File: config.mk
export PLATFORM = sky130hd
export DESIGN_NAME = buffer_frame_manager_clock_core
export DESIGN_NICKNAME = d
export VERILOG_FILES = /design/src/rtl/bfm_pkg.sv /design/src/rtl/bfm_frame_table.sv /design/src/rtl/bfm_out_reg.sv /design/src/rtl/bfm_ctrl.sv /design/src/rtl/buffer_frame_manager_clock_core.sv
export SDC_FILE = /design/constraint.sdc
export NUM_CORES = 1
export LEC_CHECK = 0
export BUFFER_PORTS_ARGS = -buffer_cell sky130_fd_sc_hd__buf_4
export CORE_MARGIN = 4
export CORE_UTILIZATION = 30
export CTS_CLUSTER_DIAMETER = 80
export DETAILED_ROUTE_END_ITERATION = 8
export GPL_ROUTABILITY_DRIVEN = 0
export GPL_TIMING_DRIVEN = 0
export MAX_ROUTING_LAYER = met4
export PLACE_DENSITY_LB_ADDON = 0.25
export SLEW_MARGIN = 20
export SYNTH_ARGS = -nofsm -noshare
export SYNTH_HDL_FRONTEND = slang
export SYNTH_HIERARCHICAL = 1
export SYNTH_SLANG_ARGS = --single-unit
File: constraint.sdc
create_clock -name clk_i -period 7.69 [get_ports clk_i]
set_clock_uncertainty 0.15 [all_clocks]
set_input_delay 0.769 -clock clk_i [delete_from_list [all_inputs] [get_ports clk_i]]
set_output_delay 0.769 -clock clk_i [all_outputs]
set_load 0.01 [all_outputs]
File: src/rtl/bfm_pkg.sv
// Package for the buffer frame manager: sizes, command and status codes,
// frame descriptor and result types. No dependencies.
`timescale 1ns / 1ps
`default_nettype none

package bfm_pkg;

  localparam int NumFrames = 16;
  localparam int FrameW    = $clog2(NumFrames);
  localparam int FileW     = 8;
  localparam int PageW     = 24;
  localparam int PinW      = 8;

  localparam logic [PinW-1:0]   PinMax    = {PinW{1'b1}};
  localparam logic [FrameW-1:0] LastFrame = FrameW'(NumFrames - 1);

  typedef enum logic [2:0] {
    CmdRead    = 3'd0,
    CmdUnpin   = 3'd1,
    CmdAlloc   = 3'd2,
    CmdDispose = 3'd3,
    CmdFlush   = 3'd4
  } cmd_e;

  typedef enum logic [2:0] {
    StOk        = 3'd0,
    StExceeded  = 3'd1,
    StNotFound  = 3'd2,
    StNotPinned = 3'd3,
    StPinned    = 3'd4
  } status_e;

  // One frame descriptor
  typedef struct packed {
    logic             valid;
    logic [FileW-1:0] file;
    logic [PageW-1:0] page;
    logic [PinW-1:0]  pin;
    logic             ref_bit;
    logic             dirty;
  } entry_t;

  // Write port into the frame table
  typedef struct packed {
    logic              we;
    logic [FrameW-1:0] idx;
    entry_t            entry;
  } tbl_wr_t;

  // One result item
  typedef struct packed {
    status_e           status;
    logic [FrameW-1:0] frame;
    logic              hit;
    logic              need_load;
    logic              writeback;
    logic [FileW-1:0]  wb_file;
    logic [PageW-1:0]  wb_page;
    logic              last;
  } result_t;

  // Result push from the sequencer to the output register
  typedef struct packed {
    logic    load;
    result_t res;
  } emit_t;

endpackage

`default_nettype wire

File: src/rtl/bfm_frame_table.sv
// Frame descriptor table: NumFrames entries, one read port, one write port.
// Depends on bfm_pkg.
`timescale 1ns / 1ps
`default_nettype none

module bfm_frame_table
  import bfm_pkg::*;
(
  input  wire logic              clk_i,
  input  wire logic              rst_ni,
  input  wire logic [FrameW-1:0] rd_idx_i,
  output entry_t                 rd_entry_o,
  input  wire tbl_wr_t           wr_i
);

  entry_t tbl_q [NumFrames];

  // Storage, cleared at reset
  always_ff @(posedge clk_i or negedge rst_ni) begin
    if (!rst_ni) begin
      for (int i = 0; i < NumFrames; i++) begin
        tbl_q[i] <= '0;
      end
    end else if (wr_i.we) begin
      tbl_q[wr_i.idx] <= wr_i.entry;
    end
  end

  assign rd_entry_o = tbl_q[rd_idx_i];

endmodule

`default_nettype wire

File: src/rtl/bfm_out_reg.sv
// Output register for result items, holds while the receiver stalls.
// Depends on bfm_pkg.
`timescale 1ns / 1ps
`default_nettype none

module bfm_out_reg
  import bfm_pkg::*;
(
  input  wire logic  clk_i,
  input  wire logic  rst_ni,
  input  wire emit_t emit_i,
  output logic       free_o,
  output logic       out_valid_o,
  input  wire logic  out_stall_i,
  output result_t    out_res_o
);

  logic    valid_q, valid_d;
  result_t res_q;

  // Free when empty or the held result leaves this cycle
  assign free_o = !valid_q || !out_stall_i;

  always_comb begin
    valid_d = valid_q;
    if (emit_i.load) begin
      valid_d = 1'b1;
    end else if (!out_stall_i) begin
      valid_d = 1'b0;
    end
  end

  always_ff @(posedge clk_i or negedge rst_ni) begin
    if (!rst_ni) begin
      valid_q <= 1'b0;
    end else begin
      valid_q <= valid_d;
    end
  end

  always_ff @(posedge clk_i) begin
    if (emit_i.load) begin
      res_q <= emit_i.res;
    end
  end

  assign out_valid_o = valid_q;
  assign out_res_o   = res_q;

endmodule

`default_nettype wire

File: src/rtl/bfm_ctrl.sv
// Command sequencer: one frame compare/update per cycle for lookup, clock sweep and
// file flush, a flush holding while a write-back waits. Depends on bfm_pkg; drives bfm_frame_table.
`timescale 1ns / 1ps
`default_nettype none

module bfm_ctrl
  import bfm_pkg::*;
(
  input  wire logic              clk_i,
  input  wire logic              rst_ni,
  input  wire logic              in_valid_i,
  output logic                   in_stall_o,
  input  wire logic [2:0]        command_i,
  input  wire logic [FileW-1:0]  file_id_i,
  input  wire logic [PageW-1:0]  page_no_i,
  input  wire logic              mark_dirty_i,
  output logic [FrameW-1:0]      rd_idx_o,
  input  wire entry_t            rd_entry_i,
  output tbl_wr_t                wr_o,
  input  wire logic              out_free_i,
  output emit_t                  emit_o
);

  typedef enum logic [5:0] {
    SIdle   = 6'b000001,
    SLookup = 6'b000010,
    SApply  = 6'b000100,
    SSweep  = 6'b001000,
    SFlush  = 6'b010000,
    SEmit   = 6'b100000
  } state_e;

  state_e            state_q, state_d;
  logic [2:0]        cmd_q, cmd_d;
  logic [FileW-1:0]  file_q, file_d;
  logic [PageW-1:0]  page_q, page_d;
  logic              mark_q, mark_d;
  logic [FrameW-1:0] idx_q, idx_d;
  logic              match_q, match_d;
  logic [FrameW-1:0] match_idx_q, match_idx_d;
  logic              avail_q, avail_d;
  logic [FrameW-1:0] hand_q, hand_d;
  result_t           res_q, res_d;

  logic              same_file;
  logic              same_page;
  logic [FrameW-1:0] hand_next;
  logic              is_fetch;
  entry_t            e;

  assign e          = rd_entry_i;
  assign same_file  = e.valid && (e.file == file_q);
  assign same_page  = same_file && (e.page == page_q);
  assign hand_next  = (hand_q == LastFrame) ? '0 : hand_q + 1'b1;
  assign is_fetch   = (cmd_q == CmdRead) || (cmd_q == CmdAlloc);
  assign in_stall_o = (state_q != SIdle);

  // Sequencer
  always_comb begin
    state_d     = state_q;
    cmd_d       = cmd_q;
    file_d      = file_q;
    page_d      = page_q;
    mark_d      = mark_q;
    idx_d       = idx_q;
    match_d     = match_q;
    match_idx_d = match_idx_q;
    avail_d     = avail_q;
    hand_d      = hand_q;
    res_d       = res_q;
    rd_idx_o    = idx_q;
    wr_o        = '0;
    emit_o      = '0;

    case (state_q)
      SIdle: begin
        if (in_valid_i) begin
          cmd_d   = command_i;
          file_d  = file_id_i;
          page_d  = page_no_i;
          mark_d  = mark_dirty_i;
          idx_d   = '0;
          match_d = 1'b0;
          avail_d = 1'b0;
          res_d   = '0;
          res_d.status = StOk;
          res_d.last   = 1'b1;
          case (command_i)
            CmdRead, CmdUnpin, CmdAlloc, CmdDispose: state_d = SLookup;
            CmdFlush: state_d = SFlush;
            default:  state_d = SEmit;
          endcase
        end
      end

      // One compare per cycle; also notes any free or unpinned frame
      SLookup: begin
        if (same_page && !match_q) begin
          match_d     = 1'b1;
          match_idx_d = idx_q;
        end
        if (!e.valid || (e.pin == '0)) begin
          avail_d = 1'b1;
        end
        idx_d = idx_q + 1'b1;
        if (idx_q == LastFrame) begin
          state_d = SApply;
        end
      end

      // Act on the lookup outcome
      SApply: begin
        rd_idx_o     = match_idx_q;
        wr_o.idx     = match_idx_q;
        wr_o.entry   = e;
        state_d      = SEmit;
        case (cmd_q)
          CmdRead, CmdAlloc: begin
            if (match_q) begin
              wr_o.we            = 1'b1;
              wr_o.entry.ref_bit = 1'b1;
              if (e.pin != PinMax) begin
                wr_o.entry.pin = e.pin + 1'b1;
              end
              res_d.frame = match_idx_q;
              res_d.hit   = 1'b1;
            end else if (!avail_q) begin
              res_d.status = StExceeded;
            end else begin
              state_d = SSweep;
            end
          end
          CmdUnpin: begin
            if (!match_q) begin
              res_d.status = StNotFound;
            end else if (e.pin == '0) begin
              res_d.status = StNotPinned;
              res_d.frame  = match_idx_q;
            end else begin
              wr_o.we          = 1'b1;
              wr_o.entry.pin   = e.pin - 1'b1;
              wr_o.entry.dirty = e.dirty | mark_q;
              res_d.frame      = match_idx_q;
            end
          end
          CmdDispose: begin
            if (match_q) begin
              wr_o.we     = 1'b1;
              wr_o.entry  = '0;
              res_d.frame = match_idx_q;
            end
          end
          default: ;
        endcase
      end

      // Clock sweep: one frame per cycle under the hand
      SSweep: begin
        rd_idx_o = hand_next;
        hand_d   = hand_next;
        wr_o.idx = hand_next;
        if (!e.valid || (!e.ref_bit && (e.pin == '0))) begin
          wr_o.we            = 1'b1;
          wr_o.entry         = '0;
          wr_o.entry.valid   = 1'b1;
          wr_o.entry.file    = file_q;
          wr_o.entry.page    = page_q;
          wr_o.entry.pin     = PinW'(1);
          wr_o.entry.ref_bit = 1'b1;
          res_d.frame        = hand_next;
          res_d.need_load    = (cmd_q == CmdRead);
          if (e.valid && e.dirty) begin
            res_d.writeback = 1'b1;
            res_d.wb_file   = e.file;
            res_d.wb_page   = e.page;
          end
          state_d = SEmit;
        end else if (e.ref_bit) begin
          wr_o.we            = 1'b1;
          wr_o.entry         = e;
          wr_o.entry.ref_bit = 1'b0;
        end
      end

      // Flush: scan frames in order, clear the file's, emit write-backs for dirty ones; stop at a pinned one
      SFlush: begin
        wr_o.idx   = idx_q;
        wr_o.entry = '0;
        if (same_file && (e.pin != '0)) begin
          res_d.status = StPinned;
          res_d.frame  = idx_q;
          state_d      = SEmit;
        end else if (!same_file || !e.dirty || out_free_i) begin
          if (same_file) begin
            wr_o.we = 1'b1;
            if (e.dirty) begin
              emit_o.load          = 1'b1;
              emit_o.res.status    = StOk;
              emit_o.res.frame     = idx_q;
              emit_o.res.writeback = 1'b1;
              emit_o.res.wb_file   = e.file;
              emit_o.res.wb_page   = e.page;
            end
          end
          idx_d = idx_q + 1'b1;
          if (idx_q == LastFrame) begin
            state_d = SEmit;
          end
        end
      end

      SEmit: begin
        if (out_free_i) begin
          emit_o.load = 1'b1;
          emit_o.res  = res_q;
          state_d     = SIdle;
        end
      end

      default: state_d = SIdle;
    endcase
    if (!is_fetch && (state_q == SSweep)) begin
      state_d = SIdle;
    end
  end

  always_ff @(posedge clk_i or negedge rst_ni) begin
    if (!rst_ni) begin
      state_q <= SIdle;
      hand_q  <= LastFrame;
    end else begin
      state_q <= state_d;
      hand_q  <= hand_d;
    end
  end

  always_ff @(posedge clk_i) begin
    cmd_q       <= cmd_d;
    file_q      <= file_d;
    page_q      <= page_d;
    mark_q      <= mark_d;
    idx_q       <= idx_d;
    match_q     <= match_d;
    match_idx_q <= match_idx_d;
    avail_q     <= avail_d;
    res_q       <= res_d;
  end

endmodule

`default_nettype wire

File: src/rtl/buffer_frame_manager_clock_core.sv
// Buffer frame manager top level: sequencer, frame table and output register.
// Depends on bfm_pkg, bfm_frame_table, bfm_ctrl and bfm_out_reg.
//
// Usage:
//  Input channel (in_valid_i / in_stall_o) takes one command per transfer:
//  read, unpin, alloc, dispose or flush of a file. Output channel
//  (out_valid_o / out_stall_i) returns one or more results; last_o marks the
//  final result of a command. Flush yields one write-back result per dirty
//  frame of the file before its final result; a pinned one ends it with
//  StPinned. A single compare/update unit visits one frame descriptor per
//  cycle, except while a flush waits on the output. Read, unpin, alloc,
//  dispose: a lookup of all NumFrames descriptors, an apply step, for a read
//  or alloc miss a clock sweep, then the hand-off to the output register.
//  Flush: a scan of all NumFrames descriptors, then the hand-off; unknown
//  codes: the hand-off alone. The next command is taken in the cycle after
//  the hand-off. in_stall_o is high from the accepted transfer until the
//  final result sits in the output register; a new command may then enter
//  while that result is still held. When the receiver stalls, the output
//  holds its result and a flush pauses at its next write-back.
//  Reset (rst_ni low) clears all descriptors, sets the clock hand to the
//  last frame and empties the output register.
`timescale 1ns / 1ps
`default_nettype none

module buffer_frame_manager_clock_core
  import bfm_pkg::*;
(
  input  wire logic              clk_i,
  input  wire logic              rst_ni,
  input  wire logic              in_valid_i,
  output logic                   in_stall_o,
  input  wire logic [2:0]        command_i,
  input  wire logic [FileW-1:0]  file_id_i,
  input  wire logic [PageW-1:0]  page_no_i,
  input  wire logic              mark_dirty_i,
  output logic                   out_valid_o,
  input  wire logic              out_stall_i,
  output logic [2:0]             status_o,
  output logic [FrameW-1:0]      frame_o,
  output logic                   hit_o,
  output logic                   need_load_o,
  output logic                   writeback_o,
  output logic [FileW-1:0]       wb_file_o,
  output logic [PageW-1:0]       wb_page_o,
  output logic                   last_o
);

  logic [FrameW-1:0] rd_idx;
  entry_t            rd_entry;
  tbl_wr_t           tbl_wr;
  emit_t             emit;
  logic              out_free;
  result_t           out_res;

  bfm_ctrl u_ctrl (
    .clk_i        (clk_i),
    .rst_ni       (rst_ni),
    .in_valid_i   (in_valid_i),
    .in_stall_o   (in_stall_o),
    .command_i    (command_i),
    .file_id_i    (file_id_i),
    .page_no_i    (page_no_i),
    .mark_dirty_i (mark_dirty_i),
    .rd_idx_o     (rd_idx),
    .rd_entry_i   (rd_entry),
    .wr_o         (tbl_wr),
    .out_free_i   (out_free),
    .emit_o       (emit)
  );

  bfm_frame_table u_table (
    .clk_i      (clk_i),
    .rst_ni     (rst_ni),
    .rd_idx_i   (rd_idx),
    .rd_entry_o (rd_entry),
    .wr_i       (tbl_wr)
  );

  bfm_out_reg u_out (
    .clk_i       (clk_i),
    .rst_ni      (rst_ni),
    .emit_i      (emit),
    .free_o      (out_free),
    .out_valid_o (out_valid_o),
    .out_stall_i (out_stall_i),
    .out_res_o   (out_res)
  );

  assign status_o    = out_res.status;
  assign frame_o     = out_res.frame;
  assign hit_o       = out_res.hit;
  assign need_load_o = out_res.need_load;
  assign writeback_o = out_res.writeback;
  assign wb_file_o   = out_res.wb_file;
  assign wb_page_o   = out_res.wb_page;
  assign last_o      = out_res.last;

endmodule

`default_nettype wire

==> flow_summary.ini <==
[timing]
min_period_ns = 7.43
final_max_slew_viol_count = 0
finalHoldViolCount = 0
setup_viol = 0
fin_ws_ns = 0.258
slew_headroom = 0.167
final.period_utilization = 0.967
max_freq_ghz = 0.135
hold_ws_ns = 0.130
tightest_slew_ns = 1.24
rsz0062_at_grt = false

[worst_setup_path]
cp-end-kind = flop
cp.required_ns = 8.07
cp_max_fo = 10
crit_type = reg2reg
cp.arrival_ns = 7.81
cp-start-kind = flop

[global_routing]
antenna_found_initial = 3
grt_max_degree = 102
grt_use_total = 0.185
grt_pass1_vias = 24900
overflow = 0
grt_pass1_wl_um = 173000

[final_layout]
nNetsFinal = 2681
layout_common_cells = dfrtp_1, mux2_2, mux4_2
area_growth_pct = 17.3
final_common_cell = dfrtp_1
final_util = 0.356
drive_gt1_frac = 0.467

[route]
postRouteWirelength_um = 119000
drt-wirelength-per-cell_um = 27.4
viasPerCell = 5.28
dr.pass1.iters = 6
ant_nets = 0
first_iter_violations = 1997
via_count = 23000
drc_errors = 0

[placed_design]
dp_hpwl_um = 81500
io_buffers = 84
place_ws_ns = -2.02

[outcome]
outcome = finished clean

[power_and_ir_drop]
p_leak_nw = 20.2
ir_drop_uv = 160
p_total_mw = 12.0
p_per_area_nw_per_um2 = 271

[die]
rows = 129
start_util = 0.304
ios = 85
die_y_um = 363
coreArea_um2 = 124000
die_w_um = 363
design.die.area_um2 = 132000

[logic_synthesis]
synth-seq-cells = 830
yosysWarnings = 6
synth_area_per_cell_um2 = 15.6
seq_area_frac_synth = 0.568
synthDistinctLibCells = 66
synthArstFlopShare = 0.842
synthFlopType = dfrtp_1
synth_edf_count = 131
synth_cells = 2428
synth_nets = 2472
netlist_area_um2 = 37800
synth.largest_area_cell = dfrtp_1
synth_area_leaders = dfrtp_1, mux2_2, edfxtp_1
synth_top_area_share = 0.460

[cts]
cts_tree = built
htree_num_levels = 3
cts_made_buffers = 94
clockBufferDepth = 3
insertion_delay_ns = 0.67
clk_pin_slew_ns = 0.06
root_buffer = clkbuf_16
clock-sinks = 830

[job]
maxCapViolCount = 0

[worst_hold_path]
hold_class = in2reg
==> report_power, final <==
| group | total [mW] | leakage (nW) | internal [mW] | switching, mW |
|---|---|---|---|---|
| combinational | 2.59 | 7.69 | 0.768 | 1.82 |
| clock | 4.45 | 1.53 | 2.63 | 1.81 |
| sequential | 4.96 | 11.0 | 4.79 | 0.170 |
==> through the flow <==
stage                     cells  area (um^2)  setup TNS [ns]
after detailed placement   4162        40800        -1235.48
after global placement     4149        40400        -2504.32
final                      4352        44300               0
after global routing       4351        44300               0
after floorplan            2428        37800               0
after CTS                  4350        44300               0
==> cell usage after synthesis (8+ instances only) <==
| master | instances |
|---|---|
| xnor2_1 | 22 |
| inv_1 | 8 |
| buf_2 | 92 |
| xor2_1 | 17 |
| o21ai_0 | 18 |
| nand2_1 | 88 |
| a22oi_1 | 89 |
| mux2_1 | 15 |
| nand3_1 | 18 |
| nor4_1 | 11 |
| mux2_2 | 633 |
| mux2_4 | 40 |
| a22o_1 | 69 |
| nor2_1 | 25 |
| a21oi_1 | 16 |
| dfrtp_1 | 694 |
| mux4_2 | 172 |
| and2_1 | 39 |
| edfxtp_1 | 131 |
| buf_6 | 14 |
| clkbuf_1 | 91 |
| nor3_1 | 9 |
==> registers in the layout, summed over array words and instances (netlist names) <==
| signal | flops |
|---|---|
| u_table/tbl_q | 688 |
| u_out/out_res_o | 43 |
| u_ctrl/res_q | 42 |
| u_ctrl/page_q | 24 |
| u_ctrl/file_q | 8 |
| u_ctrl/state_q | 6 |
| u_ctrl/hand_q | 4 |
| u_ctrl/idx_q | 4 |
| u_ctrl/match_idx_q | 4 |
| u_ctrl/cmd_q | 3 |
| u_ctrl/avail_q | 1 |
| u_ctrl/mark_q | 1 |
| u_ctrl/match_q | 1 |
| u_out/out_valid_o | 1 |
==> critical path: stages, from the launching register on <==
cell and delay, ns:
dfrtp_1 0.43, nor4_2 0.34, nand3b_1 0.15, buf_4 0.18, inv_1 0.09, buf_2 0.27, buf_6 0.23, a22oi_1 0.12
nand2_1 0.09, buf_4 0.22, clkbuf_2 0.45, mux4_2 0.38, a22oi_1 0.28, nand2_2 0.22, inv_1 0.15, ha_1 0.21
or4b_4 0.52, or4_4 0.45, buf_6 0.16, or4_1 0.54, nand3_2 0.17, nand3b_1 0.20, nor2_4 0.40, buf_2 0.47
mux2_2 0.39
==> routing by layer <==
metal  routed length (um)  up-vias  track usage
met2                56700      757        0.295
met4                 4700        0       0.0704
met1                51300    12400        0.238
li1                     -     9587            -
met3                 6520      236       0.0319
met5                    0        -            -
==> cells by family (layout without fill, tap and decap cells) <==
family | Yosys count | count (layout) | share of synthesized area
adder cells (fa/ha/maj) | 4 | 4 | 0.00133
AO/OA/AOI/OAI | 234 | 234 | 0.0471
AND/OR/NAND/NOR | 251 | 251 | 0.0365
flip-flops | 830 | 830 | 0.568
multiplexers | 860 | 860 | 0.312
buffers and inverters | 210 | 495 | 0.0268
other | 0 | 2 | 0
XOR/XNOR | 39 | 39 | 0.00905
==> path summary, 6_finish.rpt <==
| kind | from | end | slack (ns) | cells past startpoint |
|---|---|---|---|---|
| hold reg to reg | u_ctrl/hand_q[1]$_DFFE_PN1N_ | u_ctrl/hand_q[1]$_DFFE_PN1N_ | 0.33 | 2 |
| max in group asynchronous | rst_ni | u_table/tbl_q[411]$_DFFE_PN0P_ | 5.06 | 5 |
| hold / removal | page_no_i[13] | u_ctrl/page_q[13]$_DFFE_PP_ | 0.13 | 1 |
| setup / recovery | u_ctrl/state_q[5]$_DFFE_PN0P_ | u_table/tbl_q[162]$_DFFE_PN0P_ | 0.26 | 24 |
| setup reg to reg | u_ctrl/state_q[5]$_DFFE_PN0P_ | u_table/tbl_q[162]$_DFFE_PN0P_ | 0.26 | 24 |
| min in group asynchronous | rst_ni | u_table/tbl_q[145]$_DFFE_PN0P_ | 0.56 | 2 |
==> repair_timing <==
action | 4_1_cts | 5_1_grt
endpoints found under the hold margin | 72 | 0
hold buffers | 1 | 0
endpoints found under the setup margin | 821 | 658
setup buffers | 16 | 0
cloned | 0 | 0
resized for setup | 46 | 15
pin swaps | 9 | 0
==> area by class of cell <==
type	count	area (um^2)
fill	11800	80000
sequential	830	21400
multi-input combinational	1388	15500
clock buffer	142	2830
tap	1637	2050
timing repair buffer	114	1170
buffer	200	1060
clock inverter	30	253
inverter	9	40.0
antenna	2	5.00
(Power assumes the default switching activity.)
